===== config.mk =====
export PLATFORM = sky130hd
export DESIGN_NAME = integer_to_decimal_ascii_top_flat
export DESIGN_NICKNAME = d
export VERILOG_FILES = /design/src/rtl/i2d_pkg.sv /design/src/rtl/i2d_if.sv /design/src/rtl/i2d_dpath.sv /design/src/rtl/i2d_ctrl.sv /design/src/rtl/integer_to_decimal_ascii_top.sv /design/src/flat_wrapper.sv
export SDC_FILE = /design/constraint.sdc
export NUM_CORES = 1
export LEC_CHECK = 0
export BUFFER_PORTS_ARGS = -buffer_cell sky130_fd_sc_hd__buf_4
export CORE_ASPECT_RATIO = 2
export CORE_UTILIZATION = 50
export DETAILED_ROUTE_END_ITERATION = 8
export PLACE_DENSITY = 0.68
export SLEW_MARGIN = 25
export SYNTH_ARGS = -nofsm -noshare
export SYNTH_HDL_FRONTEND = slang
export SYNTH_SLANG_ARGS = --single-unit

===== constraint.sdc =====
create_clock -name clk -period 12.6 [get_ports clk]
set_input_delay 0.63 -clock clk [delete_from_list [all_inputs] [get_ports clk]]
set_output_delay 0.63 -clock clk [all_outputs]
set_load 0.01 [all_outputs]

===== src/rtl/i2d_pkg.sv =====
// i2d_pkg: shared constants, types and a helper function for the integer to
// decimal ASCII converter. No dependencies.
package i2d_pkg;

    localparam int VALUE_W   = 64;
    localparam int DIGITS    = 20;
    localparam int BCD_W     = 4 * DIGITS;
    localparam int CHAR_W    = 8;
    localparam int MAX_CHARS = 20;
    localparam int STEP_W    = $clog2(VALUE_W + 1);
    localparam int DIG_W     = $clog2(DIGITS + 1);
    localparam int EMIT_W    = $clog2(MAX_CHARS + 1);

    localparam logic [CHAR_W-1:0] ASCII_ZERO  = 8'h30;
    localparam logic [CHAR_W-1:0] ASCII_MINUS = 8'h2D;

    localparam logic [1:0] WIDTH_8  = 2'd0;
    localparam logic [1:0] WIDTH_16 = 2'd1;
    localparam logic [1:0] WIDTH_32 = 2'd2;
    localparam logic [1:0] WIDTH_64 = 2'd3;

    typedef struct packed {
        logic load;
        logic step;
        logic scan;
        logic emit_minus;
        logic emit_digit;
        logic last;
    } cmd_t;

    typedef struct packed {
        logic top_zero;
        logic negative;
    } status_t;

    // number of double-dabble steps for a width code
    function automatic logic [STEP_W-1:0] width_steps(input logic [1:0] code);
        logic [STEP_W-1:0] n;
        case (code)
            WIDTH_8:  n = STEP_W'(8);
            WIDTH_16: n = STEP_W'(16);
            WIDTH_32: n = STEP_W'(32);
            default:  n = STEP_W'(64);
        endcase
        return n;
    endfunction

endpackage


===== src/rtl/i2d_if.sv =====
// i2d_if: valid/ready channel interfaces for the number requests and the
// character results. Depends on i2d_pkg.
interface i2d_in_if;
    import i2d_pkg::*;
    logic               valid;
    logic               ready;
    logic [VALUE_W-1:0] value;
    logic [1:0]         width_code;
    logic               is_signed;

    modport source (output valid, output value, output width_code, output is_signed,
                    input ready);
    modport sink   (input valid, input value, input width_code, input is_signed,
                    output ready);
endinterface

interface i2d_out_if;
    import i2d_pkg::*;
    logic              valid;
    logic              ready;
    logic [CHAR_W-1:0] char_code;
    logic              last;

    modport source (output valid, output char_code, output last, input ready);
    modport sink   (input valid, input char_code, input last, output ready);
endinterface


===== src/rtl/i2d_dpath.sv =====
// i2d_dpath: magnitude formation, double-dabble BCD register and the output
// character register. Depends on i2d_pkg.
module i2d_dpath (
    input  logic                          clk,
    input  i2d_pkg::cmd_t                 cmd,
    input  logic [i2d_pkg::VALUE_W-1:0]   value,
    input  logic [1:0]                    width_code,
    input  logic                          is_signed,
    output i2d_pkg::status_t              status,
    output logic [i2d_pkg::CHAR_W-1:0]    char_code,
    output logic                          last
);
    import i2d_pkg::*;

    logic [VALUE_W-1:0] bin_reg, bin_next;
    logic [BCD_W-1:0]   bcd_reg, bcd_next;
    logic               neg_reg, neg_next;
    logic [CHAR_W-1:0]  char_reg, char_next;
    logic               last_reg, last_next;

    logic [VALUE_W-1:0] masked;
    logic [VALUE_W-1:0] magnitude;
    logic [VALUE_W-1:0] aligned;
    logic               sign_bit;
    logic [BCD_W-1:0]   bcd_adj;

    always_comb
    begin
        case (width_code)
            WIDTH_8:
            begin
                masked   = {{(VALUE_W-8){1'b0}}, value[7:0]};
                sign_bit = value[7];
            end
            WIDTH_16:
            begin
                masked   = {{(VALUE_W-16){1'b0}}, value[15:0]};
                sign_bit = value[15];
            end
            WIDTH_32:
            begin
                masked   = {{(VALUE_W-32){1'b0}}, value[31:0]};
                sign_bit = value[31];
            end
            default:
            begin
                masked   = value;
                sign_bit = value[VALUE_W-1];
            end
        endcase
    end

    // two's complement within the width; upper bits of a narrow result are
    // discarded by the left alignment below
    assign magnitude = (is_signed && sign_bit) ? (~masked + VALUE_W'(1)) : masked;

    always_comb
    begin
        case (width_code)
            WIDTH_8:  aligned = magnitude << (VALUE_W - 8);
            WIDTH_16: aligned = magnitude << (VALUE_W - 16);
            WIDTH_32: aligned = magnitude << (VALUE_W - 32);
            default:  aligned = magnitude;
        endcase
    end

    // add 3 to each digit of 5 or more before the shift
    always_comb
    begin
        for (int d = 0; d < DIGITS; d++)
        begin
            bcd_adj[4*d +: 4] = (bcd_reg[4*d +: 4] >= 4'd5) ?
                                (bcd_reg[4*d +: 4] + 4'd3) : bcd_reg[4*d +: 4];
        end
    end

    always_comb
    begin
        bin_next  = bin_reg;
        bcd_next  = bcd_reg;
        neg_next  = neg_reg;
        char_next = char_reg;
        last_next = last_reg;
        if (cmd.load)
        begin
            bin_next = aligned;
            bcd_next = '0;
            neg_next = is_signed && sign_bit;
        end
        if (cmd.step)
        begin
            bcd_next = {bcd_adj[BCD_W-2:0], bin_reg[VALUE_W-1]};
            bin_next = {bin_reg[VALUE_W-2:0], 1'b0};
        end
        if (cmd.scan)
        begin
            bcd_next = {bcd_reg[BCD_W-5:0], 4'd0};
        end
        if (cmd.emit_minus)
        begin
            char_next = ASCII_MINUS;
            last_next = cmd.last;
        end
        if (cmd.emit_digit)
        begin
            char_next = ASCII_ZERO + {4'd0, bcd_reg[BCD_W-1 -: 4]};
            last_next = cmd.last;
            bcd_next  = {bcd_reg[BCD_W-5:0], 4'd0};
        end
    end

    always_ff @(posedge clk)
    begin
        bin_reg  <= bin_next;
        bcd_reg  <= bcd_next;
        neg_reg  <= neg_next;
        char_reg <= char_next;
        last_reg <= last_next;
    end

    assign status.top_zero = (bcd_reg[BCD_W-1 -: 4] == 4'd0);
    assign status.negative = neg_reg;
    assign char_code       = char_reg;
    assign last            = last_reg;

endmodule


===== src/rtl/i2d_ctrl.sv =====
// i2d_ctrl: sequencer for conversion, leading-zero skip and character
// emission, plus the output valid flag. Depends on i2d_pkg.
module i2d_ctrl (
    input  logic                 clk,
    input  logic                 rst_n,
    input  logic                 in_valid,
    input  logic [1:0]           width_code,
    output logic                 in_ready,
    input  logic                 out_ready,
    output logic                 out_valid,
    input  i2d_pkg::status_t     status,
    output i2d_pkg::cmd_t        cmd
);
    import i2d_pkg::*;

    typedef enum logic [1:0] {IDLE, CONV, SCAN, EMIT} state_t;

    localparam logic [EMIT_W-1:0] MAX_CHARS_C = EMIT_W'(MAX_CHARS);
    localparam logic [DIG_W-1:0]  DIGITS_C    = DIG_W'(DIGITS);

    state_t            state_reg, state_next;
    logic [STEP_W-1:0] step_reg, step_next;
    logic [DIG_W-1:0]  dig_reg, dig_next;
    logic [EMIT_W-1:0] emitted_reg, emitted_next;
    logic              minus_reg, minus_next;
    logic              out_valid_reg, out_valid_next;
    logic              out_free;
    logic              is_last;

    assign out_free = !out_valid_reg || out_ready;
    assign in_ready = (state_reg == IDLE);
    assign is_last  = (!minus_reg && dig_reg == DIG_W'(1)) ||
                      (emitted_reg + EMIT_W'(1) == MAX_CHARS_C);

    always_comb
    begin
        state_next     = state_reg;
        step_next      = step_reg;
        dig_next       = dig_reg;
        emitted_next   = emitted_reg;
        minus_next     = minus_reg;
        out_valid_next = out_valid_reg && !out_ready;
        cmd            = '0;
        case (state_reg)
            IDLE:
            begin
                if (in_valid)
                begin
                    cmd.load   = 1'b1;
                    step_next  = width_steps(width_code);
                    state_next = CONV;
                end
            end
            CONV:
            begin
                cmd.step  = 1'b1;
                step_next = step_reg - STEP_W'(1);
                if (step_reg == STEP_W'(1))
                begin
                    dig_next   = DIGITS_C;
                    state_next = SCAN;
                end
            end
            SCAN:
            begin
                if (status.top_zero && dig_reg > DIG_W'(1))
                begin
                    cmd.scan = 1'b1;
                    dig_next = dig_reg - DIG_W'(1);
                end
                else
                begin
                    minus_next   = status.negative;
                    emitted_next = '0;
                    state_next   = EMIT;
                end
            end
            EMIT:
            begin
                if (out_free)
                begin
                    cmd.last       = is_last;
                    out_valid_next = 1'b1;
                    emitted_next   = emitted_reg + EMIT_W'(1);
                    if (minus_reg)
                    begin
                        cmd.emit_minus = 1'b1;
                        minus_next     = 1'b0;
                    end
                    else
                    begin
                        cmd.emit_digit = 1'b1;
                        dig_next       = dig_reg - DIG_W'(1);
                    end
                    if (is_last)
                    begin
                        state_next = IDLE;
                    end
                end
            end
            default:
            begin
                state_next = IDLE;
            end
        endcase
    end

    always_ff @(posedge clk or negedge rst_n)
    begin
        if (!rst_n)
        begin
            state_reg     <= IDLE;
            step_reg      <= '0;
            dig_reg       <= '0;
            emitted_reg   <= '0;
            minus_reg     <= 1'b0;
            out_valid_reg <= 1'b0;
        end
        else
        begin
            state_reg     <= state_next;
            step_reg      <= step_next;
            dig_reg       <= dig_next;
            emitted_reg   <= emitted_next;
            minus_reg     <= minus_next;
            out_valid_reg <= out_valid_next;
        end
    end

    assign out_valid = out_valid_reg;

    // a character is only written when the output register is free
    a_emit_free: assert property (@(posedge clk) disable iff (!rst_n)
        (cmd.emit_minus || cmd.emit_digit) |-> (!out_valid_reg || out_ready))
        else $error("character written over a pending result");

    // one request at a time
    a_one_req: assert property (@(posedge clk) disable iff (!rst_n)
        (in_valid && in_ready) |=> !in_ready)
        else $error("request accepted while converting");

    // the sign only ever leads the text
    a_minus_first: assert property (@(posedge clk) disable iff (!rst_n)
        cmd.emit_minus |-> (emitted_reg == '0))
        else $error("minus sign not first");

    // digits remain while emitting
    a_digits_left: assert property (@(posedge clk) disable iff (!rst_n)
        (state_reg == EMIT) |-> (dig_reg != '0))
        else $error("digit count ran out during emission");

endmodule


===== src/rtl/integer_to_decimal_ascii_top.sv =====
// integer_to_decimal_ascii_top: binary integer to decimal ASCII text.
// Depends on i2d_pkg, i2d_if, i2d_ctrl and i2d_dpath.
//
//  channel  modport  payload                           moves
//  number   sink     value[63:0] width_code is_signed  one request per integer
//  text     source   char_code[7:0] last               one character per transfer
//
// Sequence: accept, W double-dabble steps (W = 8, 16, 32 or 64), 20 - D
// leading-zero skips (D = significant digits), entry to emission, then the
// characters one at a time, with a leading '-' when the value is negative.
// Reset (rst_n, asynchronous) clears the sequencer and the output valid flag.
// Text stalls hold emission; number is ready only between requests, and the
// final character may still wait while the next request is taken.
module integer_to_decimal_ascii_top (
    input  logic     clk,
    input  logic     rst_n,
    i2d_in_if.sink   number,
    i2d_out_if.source text
);
    import i2d_pkg::*;

    cmd_t    cmd;
    status_t status;

    // sequencer: owns handshakes, step and digit counters
    i2d_ctrl u_ctrl (
        .clk        (clk),
        .rst_n      (rst_n),
        .in_valid   (number.valid),
        .width_code (number.width_code),
        .in_ready   (number.ready),
        .out_ready  (text.ready),
        .out_valid  (text.valid),
        .status     (status),
        .cmd        (cmd)
    );

    // datapath: magnitude, BCD shift register, character register
    i2d_dpath u_dpath (
        .clk        (clk),
        .cmd        (cmd),
        .value      (number.value),
        .width_code (number.width_code),
        .is_signed  (number.is_signed),
        .status     (status),
        .char_code  (text.char_code),
        .last       (text.last)
    );

endmodule


===== src/flat_wrapper.sv =====
// flat-port wrapper written by rule: the top's interface ports become plain ports
module integer_to_decimal_ascii_top_flat import i2d_pkg::*;
  (clk, rst_n, number_valid, number_value, number_width_code, number_is_signed, number_ready, text_valid, text_char_code, text_last, text_ready);
  i2d_in_if number_i ();
  i2d_out_if text_i ();
  input  logic clk;
  input  logic rst_n;
  input wire logic [$bits(number_i.valid)-1:0] number_valid;
  input wire logic [$bits(number_i.value)-1:0] number_value;
  input wire logic [$bits(number_i.width_code)-1:0] number_width_code;
  input wire logic [$bits(number_i.is_signed)-1:0] number_is_signed;
  output wire logic [$bits(number_i.ready)-1:0] number_ready;
  output wire logic [$bits(text_i.valid)-1:0] text_valid;
  output wire logic [$bits(text_i.char_code)-1:0] text_char_code;
  output wire logic [$bits(text_i.last)-1:0] text_last;
  input wire logic [$bits(text_i.ready)-1:0] text_ready;
  assign number_i.valid = number_valid;
  assign number_i.value = number_value;
  assign number_i.width_code = number_width_code;
  assign number_i.is_signed = number_is_signed;
  assign number_ready = number_i.ready;
  assign text_valid = text_i.valid;
  assign text_char_code = text_i.char_code;
  assign text_last = text_i.last;
  assign text_i.ready = text_ready;
  integer_to_decimal_ascii_top u_core (.clk(clk), .rst_n(rst_n), .number(number_i), .text(text_i));
endmodule

; ---- Word-level counts from Yosys, hierarchy flattened
; Cells that the tools add are included.
[classes]
n_eq_ne = 15
n_lt_le_gt_ge = 21
bitwise = 1
muxes = 65
reduce_logical = 23
add_sub_neg = 25
[op_table]
columns = cell, count
row1 = case mux 64 bit (3 select lines), 2
row2 = 2-to-1 mux 80 bit, 4
row3 = 2-to-1 mux 64 bit, 3
row4 = greater-or-equal comparator 4 x 3 -> 1 bit (second input constant), 20
row5 = adder 4 x 2 -> 4 bit (second input constant), 19
row6 = 2-to-1 mux 4 bit, 19
row7 = adder 64 x 1 -> 64 bit (second input constant), 1
row8 = NOT 64 bit, 1
row9 = 2-to-1 mux 5 bit, 6
row10 = case mux 7 bit (3 select lines), 1
row11 = 2-to-1 mux 8 bit, 2
row12 = case mux 5 bit (3 select lines), 1
row13 = != test 2 bit (second input constant), 7
row14 = case mux 7 bit (2 select lines), 1
row15 = 2-to-1 mux 1 bit, 13
row16 = 2-to-1 mux 2 bit, 5
row17 = case mux 5 bit (2 select lines), 1
row18 = AND reduction 5 bit, 2
row19 = 2-to-1 mux 3 bit, 3
row20 = case mux 2 bit (4 select lines), 1
row21 = nonzero test 2 bit, 4
row22 = adder 6 x 4 -> 7 bit (first input constant), 1
row23 = equality test 7 x 1 -> 1 bit (second input constant), 1
row24 = 2-to-1 mux 7 bit, 1
row25 = other kinds (21), 31
[word_totals]
input_bits = 71
register_bits = 175
out_inout_bits = 11

; ---- Depth between registers and ports, before layout
[logic_depth]
word_depth = 8
depth_mapped = 10

; ---- Cells and area by module
; Synthesis repeated with hierarchy kept, for this count alone.
[hier_totals]
cells_unflattened = 1344
area_unflattened_um2 = 12062.8
[modules_own_cells]
columns = mod, area_each_um2, n_inst, seq_area_each_um2, cells_per_inst
row1 = i2d_dpath, 10729.0, 1, 4484.3, 1198
row2 = i2d_ctrl, 1333.8, 1, 525.5, 146

; ---- Worst setup path before layout
; OpenSTA, ideal clock, no wires.
[synth_timing]
path_type = register -> register
start = register u_core.u_ctrl.state_reg[1]
end = register u_core.u_dpath.bcd_reg[10], enable pin
path_buffers = 2
synth_period_minus_slack_ps = 4061
slack_ps = 8539
required_time_ps = 12199
stages_incl_launch_ff = 8
setup_time_ps = 401
arrival_time_ps = 3660
path_cell_list = dfrtp_1 -> inv_1 -> ha_1 -> clkbuf_1 -> clkbuf_1 -> nor2_1 -> inv_1 -> or2_2
[synth_between]
elab_chain_len = 3
elab_cells_between_ends = 9
[synth_lines]
columns = item, line
row1 = "start, declared", i2d_ctrl.sv:21  ; state_t state_reg, state_next;
row2 = "start signal, assigned", i2d_ctrl.sv:121  ; state_reg <= state_next;
row3 = equality test 2 bit (tied with other cells), i2d_ctrl.sv:44  ; case (state_reg)
row4 = 2-to-1 mux 3 bit / 2-to-1 mux 1 bit (equally long branches), i2d_ctrl.sv:44
row5 = nonzero test 4 bit (no line) *, -
row6 = "end signal, assigned", i2d_dpath.sv:115  ; bcd_reg <= bcd_next;
row7 = "end, declared", i2d_dpath.sv:16  ; logic [BCD_W-1:0] bcd_reg, bcd_next;
; Every way passes the cells marked *; elsewhere a longest branch is shown, timed or not.
; A chain may end at the register's enable or synchronous reset.

; ---- Final worst setup path
[layout_timing]
start = register u_core.u_ctrl.dig_reg[1]
end = register u_core.u_dpath.bcd_reg[28] (data pin)
[layout_between]
elab_chain_len = 6
[layout_lines]
columns = item, line
row1 = "start, declared", i2d_ctrl.sv:23  ; logic [DIG_W-1:0] dig_reg, dig_next;
row2 = "start signal, assigned", i2d_ctrl.sv:123  ; dig_reg <= dig_next;
row3 = > comparator 5 x 1 -> 1 bit, i2d_ctrl.sv:66  ; if (status.top_zero && dig_reg > DIG_W'(1))
row4 = logical AND 1 bit, i2d_ctrl.sv:66
row5 = 2-to-1 mux 1 bit, i2d_ctrl.sv:66
row6 = 2-to-1 mux 1 bit, i2d_ctrl.sv:44
row7 = 2-to-1 mux 80 bit, i2d_dpath.sv:95  ; if (cmd.scan)
row8 = 2-to-1 mux 80 bit, i2d_dpath.sv:104  ; if (cmd.emit_digit)
row9 = named net u_core.u_dpath.bcd_next[28], i2d_dpath.sv:16
; The timed path passes the listed nets, and every way through them passes these cells.

==> out/results.txt <==
Internal Power - 1387 uW
Rows - 81
max reg flops - 80
switching share of power - 0.3266
Setup WS post-layout - 8.533 ns
Final Max Slew Viols - 0
CTS root buf - clkbuf_16
# setup viols final - 0
critical path type - reg2reg
outcome - complete, no violations
CP Launch Type - flip-flop
Crit. End Element - flip-flop
maximum fanout along the worst path - 89
Peak Freq - 245.9 MHz
fraction of layout cells with a size suffix above 1 - 0.1076
power share of the combinational group - 0.301
CTS tree - yes
Setup WS pre-CTS - 8.265 ns
Final min period - 4.067 ns
worst rel slew slack - 0.2513
unrepaired setup endpoints after global routing - no
DP Area - 0.01325 sq mm
Max VDD drop - 0.00009048 V
worst r2r path cells - 10
Max Buffers Root-to-Sink - 2
all-layer global routing usage - 0.3246
Layout area overhead - 11.80%
reg2reg end - u_core.u_dpath.bcd_reg[28]
clk slew on worst S/H paths - 0.06 ns
EDFF count, synth - 146
drt via density - 6.364
Setup crit start - u_core.u_ctrl.dig_reg[1]
clk_lat worst skew - 0.45 ns
Non-Filler Cell Area, Final - 0.01390 sq mm
setup tns final - 0 ns
worst flop-to-flop path startpoint - u_core.u_ctrl.dig_reg[1]
synthesized area - 0.01243 sq mm
Clock Power Share - 0.275
GR Overflow Total - 0
DIE AREA - 0.02554 sq mm
Antenna diodes - 0
DR WL/cell - 22.88 um
Hold Buf Count CTS - 0
count of cell types in the netlist - 80
vias in the first global route - 10910
Max-Cap Viols - 0
Sink Count - 172
net switching power - 673.0 uW
Initial Util - 0.5091
die extent in x - 113.5 um
Seq/Total Area, Yosys - 0.4029
Port-buffer cells - 78
die height - 225.0 um
post-cts sizing count - 0
Syn. warnings - 0
initial antenna violation count - 0
# DRC - 0
Multi-input gate area - 0.006917 sq mm
crit path DAT - 4.25 ns
worst setup path end - u_core.u_dpath.bcd_reg[28]
Post-DRT Antenna Nets - 0
pwr dens - 148.2 mW/mm^2
Min-Delay Path Class - in2async
register area - 0.005010 sq mm
DRT Wirelength - 40350 um
ys async rst share - 0.1221
CP required - 12.79 ns
Pleak - 0.005249 uW
Clock Skews - 0.01336 ns
R2R Setup Slk - 8.53 ns
CTS buffer count - 17
Post-synth top flop - edfxtp_1
Final nets - 1540
Syn Inst Count - 1384
initial DRC count - 916
H-tree Lvls - 4
sequential power share - 0.425
fin crit share - 0.3227
IO Pins - 82
Placer Congestion - 1.061
Fin. Hold Viols - 0
via count - 11220
core area - 0.02442 sq mm
hpwl dp - 29800 um
Synth Area per Inst - 8.984 sq um
setup bufs post-CTS - 0
first-pass GRT wire length - 61600 um
#FFs+latches synth - 172
largest net degree at the start of global routing - 90
fillers - 2242
drt first pass iters - 6
Least-Margin Pin Slew - 1.114 ns
worst max-delay path: stages, from the launching register on:
cell       delay (ns)
dfrtp_1          0.38
inv_1            0.08
ha_1             0.19
o21bai_1         0.16
a2111oi_0        0.83
nand2_1          0.28
o21ai_4          0.11
buf_4            0.53
buf_4            0.74
o21ai_0          0.20
a32o_1           0.28
synth_stat cells, types with 18 or more instances:
cell type | count | area, sq um
nand2_1 | 202 | 758.2
edfxtp_1 | 146 | 4384
o21ai_0 | 115 | 575.6
nor2_1 | 65 | 244.0
a21oi_1 | 63 | 315.3
clkbuf_1 | 62 | 232.7
inv_1 | 59 | 221.5
o31ai_1 | 53 | 397.9
ha_1 | 51 | 638.1
xnor2_1 | 39 | 341.6
nor3_1 | 32 | 160.2
nand2b_1 | 29 | 181.4
a31oi_1 | 26 | 162.7
xor2_1 | 25 | 219.0
nand3_1 | 24 | 120.1
nor3b_1 | 24 | 180.2
a21o_1 | 23 | 172.7
o211ai_1 | 22 | 165.2
dfrtp_1 | 21 | 525.5
a22oi_1 | 19 | 142.6
nor2b_1 | 19 | 118.9
or3_1 | 19 | 118.9
a32o_1 | 18 | 180.2
how the worst min path moves through the flow:
stage	startpoint	end	slack [ns]	depth (start not counted)
after floorplan	rst_n	u_core.u_ctrl.dig_reg[0]	0.33	0
after global routing	rst_n	u_core.u_ctrl.emitted_reg[4]	0.08	1
final	rst_n	u_core.u_ctrl.emitted_reg[2]	0.07	1
after global placement	u_core.u_dpath.bin_reg[0]	u_core.u_dpath.bin_reg[0]	0.45	2
after CTS	rst_n	u_core.u_ctrl.out_valid	0.06	1
after detailed placement	u_core.u_dpath.bin_reg[0]	u_core.u_dpath.bin_reg[0]	0.46	2
power groups by stage:
stage	Clock [uW]	Sequential (uW)	Combinational, uW
after floorplan	0	844	486
after global placement	0	884	597
after detailed placement	0	888	616
after CTS	575	876	619
after global routing	592	895	705
final	566	875	619
layout make-up:
cell class / instances / share of cell area
inverters: 63 / 0.01701
flip-flops and latches: 172 / 0.3604
clock inverters: 10 / 0.01197
well taps: 332 / 0.02988
repair buffers: 92 / 0.05058
clock buffers: 22 / 0.03267
multi-input cells: 1072 / 0.4975
cells by family (layout without fill, tap and decap cells):
logic type,after synthesis,count (layout),share of synthesized area
and+or+nand+nor,481,481,0.1890
AOI/OAI and AO/OA,458,458,0.2540
DFF,172,172,0.4029
buffers and inverters,141,187,0.04458
xor gates and xnor gates,64,64,0.04508
adders and majority gates,51,51,0.05132
muxes,15,15,0.01258
other,2,3,0.0006040
layout by cell type, fill, tap and decap left out, types with 13 or more instances in the layout:
cell,synthesis,routed
nand2_1,202,202
edfxtp_1,146,146
o21ai_0,115,115
buf_4,4,91
nor2_1,65,65
a21oi_1,63,63
inv_1,59,58
o31ai_1,53,53
ha_1,51,50
xnor2_1,39,39
nor3_1,32,32
nand2b_1,29,29
a31oi_1,26,26
xor2_1,25,25
nand3_1,24,24
nor3b_1,24,24
a21o_1,23,23
o211ai_1,22,22
dfrtp_1,21,21
nor2b_1,19,19
or3_1,19,19
a22oi_1,19,18
a32o_1,18,18
clkbuf_16,0,17
o22ai_1,16,16
nor4_1,16,15
a22o_1,15,15
or4_1,13,13
per-stage QoR:
stage          hold WS, ns  power (uW)  utilization  cells
3_3_place_gp        0.4530        1481       0.5425   1730
3_5_place_dp        0.4633        1503       0.5425   1730
5_1_grt            0.07668        2191       0.5692   1763
2_1_floorplan       0.3344        1330            -   1385
4_1_cts            0.05958        2070       0.5679   1762
6_report           0.07340        2060       0.5692   1763
per-layer routing:
layer | global-route usage | routed length, um | share of wire | up-vias
met5 | 0 | 0 | 0 | -
met4 | 0.2878 | 4030 | 0.10 | 0
met3 | 0.05487 | 1800 | 0.045 | 136
met2 | 0.5808 | 20760 | 0.51 | 441
met1 | 0.3154 | 13760 | 0.34 | 5358
li1 | - | - | - | 5285
Note: power is estimated with default switching activity, not from simulation.
